`src/rtl/clfm_pkg.sv`:
```
// Package for the lambda-from-mean polynomial block: fixed-point constants,
// coefficient ROM, micro-program ROM and the control/status types.
// No dependencies.
package clfm_pkg;

  // Fixed-point formats
  localparam int INPUT_FRAC_BITS = 32;
  localparam int ACC_FRAC_BITS   = 40;
  localparam int XSHIFT          = ACC_FRAC_BITS - INPUT_FRAC_BITS;
  localparam int POLY_DEGREE     = 18;
  localparam int IDX_W           = 5;

  localparam logic [127:0] DEC18 = 128'd1000000000000000000;
  localparam logic [127:0] DEC9  = 128'd1000000000;
  localparam logic [127:0] LOW_BOUND_E9  = 128'd143853919;
  localparam logic [127:0] HIGH_BOUND_E9 = 128'd856221427;

  // Interval test on the raw mean: m*1e9 >= LOW*2^IFB and m*1e9 <= HIGH*2^IFB
  localparam logic [127:0] MEAN_MIN_W = ((LOW_BOUND_E9 << INPUT_FRAC_BITS) + DEC9 - 1) / DEC9;
  localparam logic [127:0] MEAN_MAX_W = (HIGH_BOUND_E9 << INPUT_FRAC_BITS) / DEC9;
  localparam logic [32:0]  MEAN_MIN   = MEAN_MIN_W[32:0];
  localparam logic [32:0]  MEAN_MAX   = MEAN_MAX_W[32:0];

  localparam logic signed [63:0] INT64_MAX = 64'sh7FFF_FFFF_FFFF_FFFF;
  localparam logic signed [63:0] INT64_MIN = 64'sh8000_0000_0000_0000;

  // Decimal constant (sign, integer part, 18 fraction digits) to QA,
  // rounding to nearest with ties away from zero
  function automatic logic signed [63:0] to_fixed(input logic neg, input logic [63:0] ip,
                                                  input logic [63:0] fp);
    logic [127:0] num;
    logic [127:0] quo;
    logic [63:0]  mag;
    num = ({64'd0, fp} << ACC_FRAC_BITS) + (DEC18 / 2);
    quo = num / DEC18;
    mag = (ip << ACC_FRAC_BITS) + quo[63:0];
    return neg ? -mag : mag;
  endfunction

  localparam logic signed [63:0] SCALE_Q  = to_fixed(1'b0, 64'd2, 64'd193196000000000000);
  localparam logic signed [63:0] OFFSET_Q = to_fixed(1'b1, 64'd1, 64'd96698000000000560);

  // Coefficients c0..c18 in QA
  localparam logic signed [63:0] COEF_Q [POLY_DEGREE+1] = '{
    to_fixed(1'b0, 64'd0,   64'd499973865804236080),
    to_fixed(1'b0, 64'd1,   64'd368024096854642700),
    to_fixed(1'b1, 64'd0,   64'd924747670069336),
    to_fixed(1'b1, 64'd2,   64'd736078237077606400),
    to_fixed(1'b0, 64'd0,   64'd95109043642878532),
    to_fixed(1'b0, 64'd5,   64'd748377367592183900),
    to_fixed(1'b1, 64'd1,   64'd841998845338821400),
    to_fixed(1'b1, 64'd12,  64'd357242575206328000),
    to_fixed(1'b0, 64'd16,  64'd361405849456787000),
    to_fixed(1'b0, 64'd26,  64'd417928500100970000),
    to_fixed(1'b1, 64'd80,  64'd21261215209961000),
    to_fixed(1'b1, 64'd48,  64'd621550429612398000),
    to_fixed(1'b0, 64'd228, 64'd768722534179690000),
    to_fixed(1'b0, 64'd64,  64'd702439151704311000),
    to_fixed(1'b1, 64'd380, 64'd758743286132810000),
    to_fixed(1'b1, 64'd51,  64'd895506033673882000),
    to_fixed(1'b0, 64'd341, 64'd663604736328120000),
    to_fixed(1'b0, 64'd18,  64'd360968290828168000),
    to_fixed(1'b1, 64'd127, 64'd708103179931640000)
  };

  // Micro-operations and jump conditions
  typedef enum logic [2:0] {
    OP_NOP, OP_WAIT, OP_CHK, OP_MULP, OP_MULC, OP_ADD, OP_FIN
  } clfm_op_t;

  typedef enum logic [2:0] {
    COND_NONE, COND_ALWAYS, COND_NO_IN, COND_OUT_RANGE, COND_LOOP, COND_OUT_BUSY
  } clfm_cond_t;

  localparam int UPC_W = 4;
  localparam logic [UPC_W-1:0] UPC_WAIT = 4'd0;
  localparam logic [UPC_W-1:0] UPC_CHK  = 4'd1;
  localparam logic [UPC_W-1:0] UPC_LOOP = 4'd5;
  localparam logic [UPC_W-1:0] UPC_FIN  = 4'd8;

  typedef struct packed {
    clfm_op_t         op;
    logic             tsel;   // 1: t = S*x + O, 0: acc = acc*t + c[idx]
    clfm_cond_t       cond;
    logic [UPC_W-1:0] target;
    logic             ret;    // fall through to step 0
  } clfm_ctrl_t;

  typedef struct packed {
    logic out_range;
    logic loop_more;
    logic out_busy;
  } clfm_status_t;

  // Micro-program
  function automatic clfm_ctrl_t ucode(input logic [UPC_W-1:0] pc);
    clfm_ctrl_t w;
    w = '{op: OP_NOP, tsel: 1'b0, cond: COND_ALWAYS, target: UPC_WAIT, ret: 1'b0};
    unique case (pc)
      4'd0: w = '{op: OP_WAIT, tsel: 1'b0, cond: COND_NO_IN,     target: UPC_WAIT, ret: 1'b0};
      4'd1: w = '{op: OP_CHK,  tsel: 1'b0, cond: COND_OUT_RANGE, target: UPC_FIN,  ret: 1'b0};
      4'd2: w = '{op: OP_MULP, tsel: 1'b1, cond: COND_NONE,      target: UPC_WAIT, ret: 1'b0};
      4'd3: w = '{op: OP_MULC, tsel: 1'b1, cond: COND_NONE,      target: UPC_WAIT, ret: 1'b0};
      4'd4: w = '{op: OP_ADD,  tsel: 1'b1, cond: COND_NONE,      target: UPC_WAIT, ret: 1'b0};
      4'd5: w = '{op: OP_MULP, tsel: 1'b0, cond: COND_NONE,      target: UPC_WAIT, ret: 1'b0};
      4'd6: w = '{op: OP_MULC, tsel: 1'b0, cond: COND_NONE,      target: UPC_WAIT, ret: 1'b0};
      4'd7: w = '{op: OP_ADD,  tsel: 1'b0, cond: COND_LOOP,      target: UPC_LOOP, ret: 1'b0};
      4'd8: w = '{op: OP_FIN,  tsel: 1'b0, cond: COND_OUT_BUSY,  target: UPC_FIN,  ret: 1'b1};
      default: w = '{op: OP_NOP, tsel: 1'b0, cond: COND_ALWAYS, target: UPC_WAIT, ret: 1'b0};
    endcase
    return w;
  endfunction

endpackage

```
`src/rtl/clfm_useq.sv`:
```
// Micro-sequencer: step counter, program ROM lookup and conditional jumps.
// Depends on clfm_pkg.
module clfm_useq
  import clfm_pkg::*;
(
  input  logic         clk,
  input  logic         rst,
  input  logic         in_valid,
  input  clfm_status_t status,
  output clfm_ctrl_t   ctrl
);

  logic [UPC_W-1:0] upc;
  logic [UPC_W-1:0] upc_next;
  logic             take;

  assign ctrl = ucode(upc);

  // Jump condition
  always_comb begin
    unique case (ctrl.cond)
      COND_NONE:      take = 1'b0;
      COND_ALWAYS:    take = 1'b1;
      COND_NO_IN:     take = !in_valid;
      COND_OUT_RANGE: take = status.out_range;
      COND_LOOP:      take = status.loop_more;
      COND_OUT_BUSY:  take = status.out_busy;
      default:        take = 1'b1;
    endcase
  end

  always_comb begin
    if (take) begin
      upc_next = ctrl.target;
    end else if (ctrl.ret) begin
      upc_next = UPC_WAIT;
    end else begin
      upc_next = upc + 1'b1;
    end
  end

  always_ff @(posedge clk) begin
    if (rst) begin
      upc <= UPC_WAIT;
    end else begin
      upc <= upc_next;
    end
  end

`ifndef NO_ASSERTIONS
  a_upc_bound: assert property (@(posedge clk) disable iff (rst) upc <= UPC_FIN)
    else $error("step counter beyond program");
  a_fin_hold: assert property (@(posedge clk) disable iff (rst)
    (upc == UPC_FIN && status.out_busy) |=> upc == UPC_FIN)
    else $error("left finish step while output busy");
  a_wait_hold: assert property (@(posedge clk) disable iff (rst)
    (upc == UPC_WAIT && !in_valid) |=> upc == UPC_WAIT)
    else $error("left wait step without a transfer");
`endif

endmodule

```
`config.mk`:
```
export PLATFORM = sky130hd
export DESIGN_NAME = clfm_useq
export DESIGN_NICKNAME = d
export VERILOG_FILES = /design/src/rtl/clfm_pkg.sv /design/src/rtl/clfm_useq.sv
export SDC_FILE = /design/constraint.sdc
export NUM_CORES = 1
export LEC_CHECK = 0
export BUFFER_PORTS_ARGS = -buffer_cell sky130_fd_sc_hd__clkbuf_2
export CORE_ASPECT_RATIO = 1.1
export CORE_UTILIZATION = 34
export CTS_CLUSTER_DIAMETER = 100
export CTS_CLUSTER_SIZE = 25
export DETAILED_ROUTE_END_ITERATION = 10
export GPL_TIMING_DRIVEN = 0
export PLACE_DENSITY_LB_ADDON = 0.3
export RECOVER_POWER = 25
export SLEW_MARGIN = 10
export SYNTH_ARGS = -nofsm -noshare
export SYNTH_HDL_FRONTEND = slang
export SYNTH_SLANG_ARGS = --single-unit
```
`constraint.sdc`:
```
create_clock -name clk -period 2.4 [get_ports clk]
set_clock_uncertainty 0.05 [all_clocks]
set_input_delay 0.24 -clock clk [delete_from_list [all_inputs] [get_ports clk]]
set_output_delay 0.24 -clock clk [all_outputs]
set_load 0.02 [all_outputs]
```
# Word-level counts from Yosys, hierarchy flattened
# Memories as Yosys holds them, arrays and structs flattened. A register that Yosys moved wholly into a read port is not among the register bits.
# Cells that the tools add are included.
[op_classes]
eq_ne = 4
muxes = 4
n_reduce_logical = 2
n_addsub = 1
[ops]
columns = ["op", "count"]
rows = [
  ["4-bit 2-to-1 mux", 3],
  ["3-bit by 2-bit == test with 1-bit output, second input constant", 2],
  ["3-bit == test, second input constant", 2],
  ["1-bit case mux with 5 select lines", 1],
  ["4-bit by 1-bit adder with 4-bit output, second input constant", 1],
  ["3-bit logical NOT", 1],
  ["1-bit logical NOT", 1],
]
[totals]
regBits = 4
inputBits = 6
romBits = 176
n_memories = 1
output_inout_bits = 12
[mem_list]
columns = ["memory", "depth", "word_bits", "rd", "rd_clocked_by_memory_dff", "wr", "line_no", "source"]
rows = [
  ["(no name shown)", 16, 11, 1, 1, 0, "clfm_pkg.sv:99", "unique case (pc)"],
]

# Depth between registers and ports, before layout
# Gate-level depths: netlist of the first run.
[logic_depth]
word_depth = 4
depth_mapped = 10
mapped_depth_nobuf = 8

# Least setup slack after synthesis of the first run
# Ideal clock, no wire load.
[synth_path]
path_kind = "register -> register"
startpoint = "register, netlist name ctrl[6]"
endpoint = "register, netlist name ctrl[7]"
t_arrival_ns = 1.807
setup_ns = 0.120
path_stages_with_launch = 10
path_buffers = 1
setup_slack_ns = 0.423
cell_sequence = "dfxtp_1 > nand2b_1 > a21oi_1 > o22a_1 > buf_6 > mux2i_4 > inv_4 > ha_1 > and3_4 > or2_1"
[synth_between]
elab_chain_len = 4
word_cells_on_any_way = 8
classes_between = "4 x eq/ne; 3 x mux; 1 x reduce/logical"
[synth_lines]
columns = ["item", "line_no", "source"]
rows = [
  ["3-bit == test, or another cell as far along", "clfm_useq.sv:21", "unique case (ctrl.cond)"],
  ["1-bit case mux with 5 select lines (*)", "clfm_useq.sv:21", ""],
  ["4-bit 2-to-1 mux (*)", "clfm_useq.sv:33", "if (take) begin"],
  ["4-bit 2-to-1 mux (no source line) (*)", "n/a", ""],
]
# Every way passes the cells marked *; elsewhere a longest branch is shown, timed or not.
# A chain may end at the register's enable or synchronous reset.

# Worst setup path after layout of the first run
[layout_path]
startpoint = "register, netlist name ctrl[7]"
endpoint = "register, netlist name ctrl[7]"
[layout_between]
elab_chain_len = 4
word_cells_on_any_way = 8
classes_between = "4 x eq/ne; 3 x mux; 1 x reduce/logical"
[layout_lines]
columns = ["item", "line_no"]
rows = [
  ["3-bit == test, or another cell as far along", "clfm_useq.sv:21"],
  ["1-bit case mux with 5 select lines (*)", "clfm_useq.sv:21"],
  ["4-bit 2-to-1 mux (*)", "clfm_useq.sv:33"],
  ["4-bit 2-to-1 mux (no source line) (*)", "n/a"],
]
# Marks and branches as above.

==> impl_metrics.ini, run 1 <==
[sta]
fin_setup_tns_ps = 0
fmax_mhz = 510
rsz0062_at_grt = false
finalSetupViolCount = 0
timing.final.crit_share_pct = 81.7
maxSlewViolCount = 0
hold_slack_ps = 378
hold_violations = 0
period_needed_ps = 1960

[clock_network]
cts_tree = yes
postCtsSetupRepairBufs = 0
clockRootBuffer = clkbuf_4
cts_made_buffers = 3
cts_resized = 0
cts_hold_buf = 0
clk_path_buf_depth = 2
clkSlewWorstSetupHoldPaths_ps = 80
cts_max_level = 1
clock_latency_ps = 280
cts_sinks = 14

[worst_hold_path]
hp-start = rst
hold_path_class = in -> reg

[power_and_ir_drop]
total_power_uw = 925
power.leakage_nw = 0.387
vdd_ir_drop_max_mv = 0.427
power.density_nw_per_um2 = 1110

[detailed_routing]
drt_pass1_iterations = 4
top_layer_used = met4
wire_per_inst_um = 10.4
drtIter0Drc = 12
finalWirelength_mm = 1.23
vias = 540
ant_nets = 0
drc = 0
wl_met3_um = 60
avgViaCountPerCell = 4.58
wl_met1_um = 574
wl_met2_um = 563

[yosys]
synth_fp_nets = 81
netlist_instances = 72
yosys.area_share.simple_pct = 21.8
synth.largest_area_cell = dfxtp_1
synth_area_um2 = 707
ys_warn_count = 0
synth_compound_area_share_pct = 10.6
yosys.area_share.adder_pct = 5.31
synth_area_per_cell_um2 = 9.82
synth.area.top_cells = dfxtp_1 (40%), ha_1 (5.3%), a21oi_1 (4.2%)
synth_top_family_by_area = simple AND/OR/NAND/NOR gates
synth_seq_area_share_pct = 39.6
synth_xor_area_share_pct = 2.48
synth.distinct_cells = 32
synthMuxAreaShare_pct = 10.3
synth_top_cell_area_share_pct = 39.6
synth-seq-cells = 14

[placed_design]
gp_congestion = 0.704
io_buffers = 16
dp_hpwl_um = 942
dpl.cell_count = 115

[worst_setup_path]
worstSetupStartpoint = ctrl[7]$_DFF_P_
r2r_slack_ps = 440
crit_type = reg -> reg
cp-start-kind = flip-flop
cp_max_fo = 7
end_kind = flip-flop
cp.required_ps = 2520
crit_arrival_ps = 2090
r2r-start = ctrl[7]$_DFF_P_

[global_route]
grt-ovfl-total = 0
grt.total_usage_pct = 13.3
grt_pass1_vias = 504
grt_pass1_wl_mm = 2.16
grt_max_degree = 10
antenna_found_initial = 0

[cells_and_area]
fin_util_pct = 44.9
syn2layout_area_growth_pct = 18.2
final_common_cell = dfxtp_1
mostFrequentLayoutCells = dfxtp_1 (14), clkbuf_2 (10), a21oi_1 (6), clkbuf_1 (6), inv_1 (5)
fin_cells = 118
drive_gt1_share_pct = 29.7
n_antenna_cell = 0
final_nets = 102
fill_cells = 189

[floorplan]
coreArea_um2 = 1860
die_area_um2 = 2270
die_w_um = 45.5
fp-row-count = 16
initial_utilization_pct = 38.0
die_h_um = 49.8
ioPinCount = 18

[run]
maxCapViolCount = 0

[run_status]
status = completed
## metal layers
metal	track usage (%)	vias up
met5	0	-
met4	7.58	0
met3	3.30	4
met2	20.5	16
met1	16.3	234
li1	-	286
## through the flow
stage	setup slack (ps)	cell area, um2
floorplan	423	707
global placement	435	821
detailed placement	415	821
CTS	427	843
global route	222	836
finish	439	836
## worst max-delay path, stage by stage, from the launching register on
cell,delay [ps]
dfxtp_1,380
nand2b_1,70
a21oi_1,140
o22a_1,150
buf_6,140
mux2i_4,340
inv_4,70
ha_1,180
and3_4,140
or2_1,190
## cell usage after synthesis
cell type	instances
inv_1	5
o21ai_0	2
and2_2	1
xor2_1	2
nand3_1	4
and3_2	2
buf_6	2
and3_4	1
and2_1	1
nor4_4	1
inv_4	1
nand2_1	2
ha_1	3
o22a_1	1
nor3_1	2
nor2b_1	1
mux2_4	2
and3_1	1
o21ai_1	2
inv_2	1
conb_1	1
or2_1	1
a2bb2oi_1	1
nor2_1	1
buf_4	2
a21oi_1	6
dfxtp_1	14
mux2i_4	1
mux2i_1	2
or4_1	1
nand2b_1	4
a22oi_1	1
## sequential cells by signal, summed over array words and instances (netlist names)
signal / count
ctrl: 10
upc: 4
## cell families (layout without fill, tap and decap cells)
group / after synthesis / count (layout)
fa+ha+maj: 3 / 3
buf+inv: 11 / 30
compound gates: 13 / 13
other cells: 1 / 1
mux: 5 / 5
flops: 14 / 14
xor+xnor: 2 / 2
simple gates: 23 / 23
## area by class of cell
class	count	area (um2)	area share, %
Buffer	4	37.5	4.49
Multi-Input combinational cell	47	360	43.1
Clock buffer	3	22.5	2.69
Sequential cell	14	280	33.5
Timing Repair Buffer	16	72.6	8.68
Inverter	7	28.8	3.44
Tap cell	27	33.8	4.04
## power breakdown
part / switching (mW) / internal (mW) / leakage, nW
registers: 0.0426 / 0.303 / 0.115
clock network: 0.0719 / 0.0582 / 0.0138
logic: 0.255 / 0.195 / 0.258
total: 0.369 / 0.556 / 0.387
## worst paths after layout
path	to	cells after the start
worst min-delay path	upc[1]$_SDFF_PP0_	3
worst min register to register	ctrl[9]$_SDFF_PP0_	2
worst max register to register	ctrl[7]$_DFF_P_	9
worst max-delay path	ctrl[7]$_DFF_P_	9
Note: power is estimated with default switching activity, not from simulation.
==> run 2: changes to the inputs <==
- clock period: 2.4 -> 1.8 ns (I/O delays scaled with it)
==> run 2 against run 1 <==
  * Die area is the same
  * Setup slack got worse by 500 ps
  * Clock-buffer cell count up 1
  * The run now ends with negative setup slack left
  * Cell area up 15%
  * Critical path depth increased by 1
  * Register-to-register slack got worse by 500 ps
  * First-iteration DRC count is 58% lower
==> impl_metrics.ini, run 2 (synthesis gave the netlist of run 1 again) <==
[power_and_ir_drop]
vdd_ir_drop_max_mv = 0.649
switching_share_pct = 39.2
pwr-share-clk_pct = 12.7
power.internal_uw = 896
combinationalPowerShare_pct = 54.4
power.density_nw_per_um2 = 1530
power_frac_seq_pct = 32.9
p_switching_uw = 579
power.leakage_nw = 0.421

[placed_design]
dpl_worst_slack_ps = -115
gp_congestion = 0.725
placed_area_um2 = 842
dp_hpwl_um = 953
dpl.cell_count = 115
io_buffers = 16

[global_route]
grt_max_degree = 10
grt-ovfl-total = 0
antenna_found_initial = 0
grt_pass1_wl_mm = 2.20
grt.total_usage_pct = 13.6
grt_pass1_vias = 501

[sta]
hold_violations = 0
rsz0062_at_grt = true
fin_ws_ps = -61.2
fmax_mhz = 537
timing.final.crit_share_pct = 103
period_needed_ps = 1860
finalSetupViolCount = 2
hold_slack_ps = 341
maxSlewViolCount = 0

[cells_and_area]
fin_cells = 125
final_common_cell = clkbuf_2
drive_gt1_share_pct = 44.9
syn2layout_area_growth_pct = 36.1
fin_util_pct = 51.7
largest_reg_flops = 10
final_nets = 108
mostFrequentLayoutCells = clkbuf_2 (11), dfxtp_1 (10), buf_4 (8)
fin_area_um2 = 962
n_antenna_cell = 0

[detailed_routing]
drtIter0Drc = 5
wire_per_inst_um = 11.4
drt_pass1_iterations = 4
avgViaCountPerCell = 4.61
drc = 0
vias = 576
finalWirelength_mm = 1.43
ant_nets = 0

[floorplan]
die_h_um = 49.8
fp-row-count = 16
die_w_um = 45.5
ioPinCount = 18
coreArea_um2 = 1860
die_area_um2 = 2270
initial_utilization_pct = 38.0

[worst_setup_path]
cp_top_family = simple AND/OR/NAND/NOR gates
crit_type = reg -> reg
crit_arrival_ps = 1990
end_kind = flip-flop
crit_chain = nand2b_1 -> a21oi_1 -> o22a_1 -> buf_6 -> and3_4 -> buf_6 -> buf_4 -> ha_4 -> and3_4 -> or2_1
crit_slowest_cell = dfxtp_4
slowest_delay_ps = 360
cp_num_buf_inv = 3
cp-start-kind = flip-flop
cp.required_ps = 1930
cp_max_fo = 6

[worst_hold_path]
hold_path_class = in -> reg

[run]
maxCapViolCount = 0

[clock_network]
cts_max_level = 1
cts_made_buffers = 3
clock_latency_ps = 280
clkSlewWorstSetupHoldPaths_ps = 90
cts_sinks = 14
cts_tree = yes
clockRootBuffer = clkbuf_4
clk_path_buf_depth = 2

[run_status]
status = complete, but fails checks
failed_checks = negative setup slack
## run 2: changes by cell type in the layout (fill, tap and decap cells not counted), moves of 3 or more
cell	change
buf_4	+6
dfxtp_1	-4
dfxtp_4	+3
ha_1	-3
ha_4	+3
## run 2: what timing repair did
item                       in CTS  in global routing
hold buffers                    0                  0
setup endpoints to repair       4                  5
buffers inserted                4                  2
pin swaps                       1                  3
gates resized for setup         3                  6
## run 2: power by group through the flow
| stage | logic, mW | registers [mW] | clock network, mW |
|---|---|---|---|
| finish | 0.803 | 0.485 | 0.187 |
| global route | 0.872 | 0.497 | 0.207 |
| CTS | 0.710 | 0.482 | 0.192 |
| detailed placement | 0.623 | 0.478 | 0 |
| global placement | 0.614 | 0.474 | 0 |
| floorplan | 0.406 | 0.552 | 0 |
## run 2: area by class of cell
class                      instances  area [um2]
buffer                             4        37.5
clock buffer                       4        26.3
fill                             179         900
inverter                           7        28.8
multi-input combinational         47         424
sequential                        14         293
tap                               27        33.8
timing repair buffer              22         119
## run 2: metrics by stage
step | TNS [ps] | total power, mW
floorplan | -58.2 | 0.957
global placement | -260 | 1.09
detailed placement | -312 | 1.10
CTS | -51.6 | 1.38
global route | -386 | 1.58
finish | -102 | 1.48
## run 2: worst reg2reg max path: cells and delay by family (launching register included)
| family | cells | cell delay [ps] |
|---|---|---|
| simple gates | 4 | 560 |
| fa+ha+maj | 1 | 140 |
| flops | 1 | 360 |
| buf+inv | 3 | 390 |
| compound gates | 2 | 250 |
## run 2: layer usage
metal | vias to the layer above | GRT usage [%] | part of all wire [%]
met1 | 265 | 16.2 | 43
li1 | 295 | - | -
met3 | 2 | 4.76 | 4.1
met2 | 14 | 21.9 | 52
met4 | 0 | 4.55 | 1.5
met5 | - | 0 | 0
## run 2: worst paths after layout
path / cells after the start / to / slack (ps) / start
worst max-delay path: 10 / ctrl[7]$_DFF_P_ / -60 / ctrl[7]$_DFF_P_
worst min-delay path: 3 / upc[1]$_SDFF_PP0_ / 340 / rst
worst max register to register: 10 / ctrl[7]$_DFF_P_ / -60 / ctrl[7]$_DFF_P_
worst min register to register: 2 / ctrl[9]$_SDFF_PP0_ / 590 / upc[0]$_SDFF_PP0_
